===== config.mk =====
export PLATFORM = sky130hd
export DESIGN_NAME = graph_reachability_marking
export DESIGN_NICKNAME = d
export VERILOG_FILES = /design/src/rtl/core/gram_pkg.sv /design/src/rtl/core/gram_lane.sv /design/src/rtl/core/gram_merge.sv /design/src/rtl/core/graph_reachability_marking.sv
export SDC_FILE = /design/constraint.sdc
export NUM_CORES = 1
export LEC_CHECK = 0
export BUFFER_PORTS_ARGS = -buffer_cell sky130_fd_sc_hd__buf_2
export CAP_MARGIN = 20
export CELL_PAD_IN_SITES_DETAIL_PLACEMENT = 0
export CELL_PAD_IN_SITES_GLOBAL_PLACEMENT = 1
export CORE_MARGIN = 2
export CORE_UTILIZATION = 56
export DETAILED_ROUTE_END_ITERATION = 12
export GPL_ROUTABILITY_DRIVEN = 0
export PLACE_DENSITY = 0.94
export SLEW_MARGIN = 10
export SYNTH_ARGS = -nofsm -noshare
export SYNTH_HDL_FRONTEND = slang
export SYNTH_SLANG_ARGS = --single-unit

===== constraint.sdc =====
create_clock -name clock -period 6.4 [get_ports clock]
set_input_delay 0.64 -clock clock [delete_from_list [all_inputs] [get_ports clock]]
set_output_delay 0.64 -clock clock [all_outputs]
set_load 0.05 [all_outputs]

===== src/rtl/core/gram_pkg.sv =====
`timescale 1ns / 1ps
// Package for the graph reachability marking block: field widths, reset
// values, operation codes and the merge-stage result struct.
// No dependencies.
package gram_pkg;

   // Fixed field widths
   localparam int MASK_W    = 16;
   localparam int ROW_IDX_W = 4;
   localparam int COUNT_W   = 5;

   // Reset value of the vertex count register
   localparam logic [COUNT_W-1:0] COUNT_RESET = 5'd16;

   // Default size of the adjacency store
   localparam int MAX_VERTICES_DEFAULT = 16;

   // Request operation codes
   typedef enum logic {
      OP_LOAD = 1'b0,
      OP_RUN  = 1'b1
   } op_type;

   // Outcome of one marking pass
   typedef struct packed {
      logic [MASK_W-1:0] next_marks;
      logic              grew;
   } merge_type;

endpackage


===== src/rtl/core/gram_lane.sv =====
`timescale 1ns / 1ps
// One marking lane: passes the successors of its vertex when that vertex
// is marked, restricted to the vertices in use.
// Depends on gram_pkg.
module gram_lane (
   input  logic                         mark_bit,
   input  logic [gram_pkg::MASK_W-1:0]  row_edges,
   input  logic [gram_pkg::MASK_W-1:0]  use_mask,
   output logic [gram_pkg::MASK_W-1:0]  lane_word
);

   // Successors of a marked vertex, unused vertices dropped
   assign lane_word = mark_bit ? (row_edges & use_mask) : '0;

endmodule


===== src/rtl/core/gram_merge.sv =====
`timescale 1ns / 1ps
// Merge stage: ORs the lane words into the current marks and flags
// whether the pass added any vertex.
// Depends on gram_pkg.
module gram_merge #(
   parameter int NumLanes = 16
) (
   input  logic [gram_pkg::MASK_W-1:0] lane_words [NumLanes],
   input  logic [gram_pkg::MASK_W-1:0] marks,
   output gram_pkg::merge_type         merge_out
);

   logic [gram_pkg::MASK_W-1:0] union_word;

   // OR reduction across lanes
   always_comb begin
      union_word = marks;
      for (int i = 0; i < NumLanes; i++) begin
         union_word = union_word | lane_words[i];
      end
   end

   assign merge_out.next_marks = union_word;
   assign merge_out.grew       = (union_word != marks);

endmodule


===== src/rtl/core/graph_reachability_marking.sv =====
`timescale 1ns / 1ps
// Graph reachability marking over an adjacency matrix loaded row by row.
// A row load is taken while idle and busy stays low. A run takes P marking
// passes, one per cycle, with P between 1 and the in-use vertex count (never
// below 1; a pass that adds nothing ends it); busy is high while the passes
// run and the result strobes in the cycle after the last pass. The lane
// array and merge stage set the one-pass-per-cycle loop.
// Synchronous active-high reset clears control state and sets vertex_count
// to 16; adjacency rows are undefined until loaded. The receiver cannot stall.
// Depends on gram_pkg, gram_lane and gram_merge.
module graph_reachability_marking #(
   parameter int MAX_VERTICES = gram_pkg::MAX_VERTICES_DEFAULT
) (
   input  logic                            clock,
   input  logic                            reset,
   // request channel
   input  logic                            start,
   output logic                            busy,
   input  logic                            req_operation,
   input  logic [gram_pkg::ROW_IDX_W-1:0]  req_row_index,
   input  logic [gram_pkg::MASK_W-1:0]     req_row_edges,
   input  logic [gram_pkg::ROW_IDX_W-1:0]  req_source_vertex,
   // result channel
   output logic                            rsp_valid,
   output logic [gram_pkg::MASK_W-1:0]     rsp_reached_mask,
   // configuration channel
   input  logic                            csr_valid,
   output logic                            csr_ready,
   input  logic [gram_pkg::COUNT_W-1:0]    csr_vertex_count
);

   // Only rows that a 4-bit index can reach, and no more than the store holds
   localparam int NumLanes = (MAX_VERTICES < gram_pkg::MASK_W) ? MAX_VERTICES
                                                                : gram_pkg::MASK_W;
   localparam int RowW     = $clog2(NumLanes);

   typedef enum logic {
      ST_IDLE,
      ST_RUN
   } state_type;

   state_type                        state_ff, state_in;
   logic [gram_pkg::MASK_W-1:0]      marks_ff, marks_in;
   logic [gram_pkg::MASK_W-1:0]      use_ff, use_in;
   logic                             rsp_valid_ff, rsp_valid_in;
   logic [gram_pkg::MASK_W-1:0]      rsp_mask_ff, rsp_mask_in;
   logic [gram_pkg::COUNT_W-1:0]     count_ff, count_in;

   logic [gram_pkg::MASK_W-1:0]      rows_ff [NumLanes];
   logic [gram_pkg::MASK_W-1:0]      lane_words [NumLanes];
   logic [gram_pkg::MASK_W-1:0]      use_mask;
   gram_pkg::merge_type              merge_out;
   logic                             req_xfer;
   logic                             load_xfer;
   logic                             run_xfer;

   assign busy      = (state_ff == ST_RUN);
   assign csr_ready = 1'b1;
   assign req_xfer  = start && !busy;
   assign load_xfer = req_xfer && (req_operation == gram_pkg::OP_LOAD);
   assign run_xfer  = req_xfer && (req_operation == gram_pkg::OP_RUN);

   // In-use vertices: below both the count register and the store depth
   always_comb begin
      for (int v = 0; v < gram_pkg::MASK_W; v++) begin
         use_mask[v] = (v < NumLanes) && (int'(count_ff) > v);
      end
   end

   // Adjacency store, one row per lane
   always_ff @(posedge clock) begin
      if (load_xfer && (int'(req_row_index) < NumLanes)) begin
         rows_ff[req_row_index[RowW-1:0]] <= req_row_edges;
      end
   end

   // Lane array
   for (genvar x = 0; x < NumLanes; x++) begin : g_lane
      gram_lane u_lane (
         .mark_bit  (marks_ff[x]),
         .row_edges (rows_ff[x]),
         .use_mask  (use_ff),
         .lane_word (lane_words[x])
      );
   end

   gram_merge #(
      .NumLanes (NumLanes)
   ) u_merge (
      .lane_words (lane_words),
      .marks      (marks_ff),
      .merge_out  (merge_out)
   );

   // Next-state logic
   always_comb begin
      state_in     = state_ff;
      marks_in     = marks_ff;
      use_in       = use_ff;
      rsp_valid_in = 1'b0;
      rsp_mask_in  = rsp_mask_ff;
      count_in     = count_ff;
      if (csr_valid && csr_ready) begin
         count_in = csr_vertex_count;
      end
      unique case (state_ff)
         ST_IDLE: begin
            if (run_xfer) begin
               state_in = ST_RUN;
               use_in   = use_mask;
               // source outside the in-use range marks nothing
               marks_in = use_mask[req_source_vertex] ?
                          (gram_pkg::MASK_W'(1) << req_source_vertex) : '0;
            end
         end
         ST_RUN: begin
            marks_in = merge_out.next_marks;
            if (!merge_out.grew) begin
               state_in     = ST_IDLE;
               rsp_valid_in = 1'b1;
               rsp_mask_in  = marks_ff;
            end
         end
         default: state_in = ST_IDLE;
      endcase
   end

   // State and registered outputs
   always_ff @(posedge clock) begin
      if (reset) begin
         state_ff     <= ST_IDLE;
         rsp_valid_ff <= 1'b0;
         count_ff     <= gram_pkg::COUNT_RESET;
      end else begin
         state_ff     <= state_in;
         rsp_valid_ff <= rsp_valid_in;
         count_ff     <= count_in;
      end
      marks_ff    <= marks_in;
      use_ff      <= use_in;
      rsp_mask_ff <= rsp_mask_in;
   end

   assign rsp_valid        = rsp_valid_ff;
   assign rsp_reached_mask = rsp_mask_ff;

   // A result only follows a marking pass
   a_rsp_after_run: assert property (@(posedge clock) disable iff (reset)
      rsp_valid |-> $past(busy))
      else $error("result strobe without a preceding run pass");

   // Result never names a vertex outside the in-use range of its run
   a_rsp_in_use: assert property (@(posedge clock) disable iff (reset)
      rsp_valid |-> ((rsp_reached_mask & ~use_ff) == '0))
      else $error("result marks a vertex that is not in use");

   // Marks only grow while a run is in progress
   a_marks_grow: assert property (@(posedge clock) disable iff (reset)
      (busy && $past(busy)) |-> ((marks_ff & $past(marks_ff)) == $past(marks_ff)))
      else $error("marking pass dropped a marked vertex");

endmodule


==> flow_summary.ini <==
[status]
status = finished clean

[placed_design]
dp_hpwl_um = 17000
place_inst = 945
place_ws_ps = 2530
port_buffers = 51
post_dp_cell_area_sq_mm = 0.0115

[timing]
finalCriticalPeriod_ps = 3540
setup_slack_ps = 2860
finClkSkew_ps = 10.7
finalSetupViolCount = 0
period_share = 0.554
fmax_mhz = 282
worst_pin_slew_ps = 1030
slew_headroom = 0.316
tns_ps = 0
rsz0062_at_grt = false
hold_viol = 0
slew_violations = 0

[cells_and_area]
antenna_cells = 0
final_area_sq_mm = 0.0126
nets = 746
stdcell_count = 999
drive_gt1_frac = 0.172
areaGrowthSynthToFinish_pct = 13.8

[cts]
cts_sinks = 295
postCtsSetupBuffers = 0
cts_made_buffers = 29
clockBufferDepth = 3
root_buffer = clkbuf_16
cts_tree = yes
cts_resized = 0
cts.htree.levels = 1
hold_buffers = 0
path_clk_slew_ps = 60
clock_latency_ps = 550

[die]
dieArea_sq_mm = 0.0208
die_h_um = 144
io_pins = 53
core-area_sq_mm = 0.0194
initial_utilization = 0.569
rows = 51
die_x_um = 144

[synth]
synthFlopType = edfxtp_1
yosysTopAreaCell = edfxtp_1
synth_edf_count = 288
synth_compound_area_frac = 0.119
synth-simple-area-share = 0.0504
synth_top_area_share = 0.784
ys_async_sr_fraction = 0
synth_nets = 688
synthTopCellsByArea = edfxtp_1 (78%), a22oi_1 (6.4%), a222oi_1 (1.5%)
synth_xor_area_frac = 0
synthAdderAreaFrac = 0.000907
synth_top_family_by_area = compound AO/OA/AOI/OAI gates
ys_warn_count = 0
yosysMostFrequentCell = edfxtp_1
synth_area_sq_mm = 0.0110
synth_cells = 654
synth_cell_types = 44
ys_seq_area_frac = 0.797
synth_common_cells = edfxtp_1 (288), a22oi_1 (94), nand2_1 (38)
muxShareOfSynthArea = 0.00647
synth_area_per_cell_sq_um = 16.9
synth-seq-cells = 295

[setup_path]
worstReg2RegStart = marks_ff[6]
crit_path_start = marks_ff[6]
cp_max_fo = 18
critPathLaunchType = flip-flop
cp.arrival_ps = 3790
path_class = flip-flop to flip-flop
worstPathRequired_ps = 6650
crit_path_end_kind = flip-flop

[power_and_ir_drop]
leakagePower_nw = 4.14
ir_drop_uv = 274
power_w = 0.00417
p_per_area_mw_per_mm2 = 332

[routing]
totalWireLength_um = 28900
wl_per_cell_um = 28.9
postRouteAntennaNets = 0
via_per_inst = 6.77
vias = 6760
drt_iter0_markers = 1373
dr.pass1.iters = 6
drc = 0

[grt]
grt_pass1_vias = 6617
grt_max_degree = 19
grt_pass1_wl_um = 41700
overflow = 0
antenna_found_initial = 1
track_usage = 0.282

[flow_run]
cap_violations = 0

[min_path]
hp-start = csr_vertex_count[4]
hold_class = primary input to flip-flop
## through the flow
step           hold WS, ps  utilization
6_report               305        0.647
5_1_grt                345        0.647
4_1_cts                300        0.647
3_5_place_dp           589        0.595
3_3_place_gp           593        0.595
2_1_floorplan          421            -
## cells by family (layout without fill, tap and decap cells)
group,count (synthesis),count (layout)
flops,295,295
other cells,1,1
fa+ha+maj,1,1
mux,7,7
compound gates,176,176
simple gates,116,116
buf+inv,58,138
## sequential cells by signal, summed over array words and instances, names as in the netlist
| register | flops |
|---|---|
| rows_ff | 240 |
| use_ff | 16 |
| rsp_valid | 1 |
| busy | 1 |
| rsp_reached_mask | 16 |
| marks_ff | 16 |
| count_ff | 5 |
## layer usage
layer,share of wire,track usage,vias up
met5,0.00042,0,-
met4,0.049,0.143,2
met3,0.13,0.0623,117
met2,0.47,0.446,589
met1,0.35,0.373,3284
li1,-,-,2768
## layout make-up
type                       instances  area [sq um]
tap                              265           332
clock buffer                      34           744
multi-input combinational        301          1980
clock inverter                    19           256
sequential                       295          8790
timing repair buffer              69           390
fill                            1290          6840
inverter                          16          60.1
## report_power, final
part | internal, W | leakage (nW) | switching [W]
Sequential | 0.00215 | 2.66 | 0.0000842
Clock | 0.00107 | 0.491 | 0.000700
Combinational | 0.0000612 | 0.989 | 0.000103
Total | 0.00329 | 4.14 | 0.000887
## final timing paths
check             slack (ps)  cells after the start             endpoint
hold / removal           310                      3          count_ff[4]
setup reg to reg        2860                      7  rsp_reached_mask[2]
setup / recovery        2860                      7  rsp_reached_mask[2]
hold reg to reg          610                      0           use_ff[15]
## layout by cell type, fill, tap and decap left out, types with 2 or more instances in the layout
cell type,netlist,routed
clkbuf_16,0,29
mux2i_1,6,6
nand2_1,38,38
a22oi_1,94,94
nor3_2,0,5
clkinv_2,0,7
o21ai_0,22,22
nor3b_1,2,2
a222oi_1,16,16
o2bb2ai_1,2,2
inv_1,16,16
o31ai_1,2,2
o311ai_1,3,3
nand4_1,5,5
o21bai_1,2,2
clkinv_1,0,2
bufinv_16,0,6
or3_1,5,5
o2111ai_1,3,3
a22o_1,3,3
a21oi_1,5,5
clkinv_4,0,2
nand3_1,20,20
o31a_1,6,6
nor2b_1,4,4
clkbuf_1,21,5
a31o_2,2,2
edfxtp_1,288,288
o22ai_1,7,7
o311ai_0,3,3
dfxtp_1,7,7
nor2_1,22,22
o21a_1,2,2
buf_4,1,18
buf_2,14,51
nand2b_1,9,9
## worst max-delay path, stage by stage (launching register included)
cell and delay [ps]:
edfxtp_1 790, a222oi_1 510, nand3_1 140, o31ai_1 600, o2111ai_1 210, or4_4 500, nor3_2 220, buf_4 270
(Power assumes the default switching activity.)
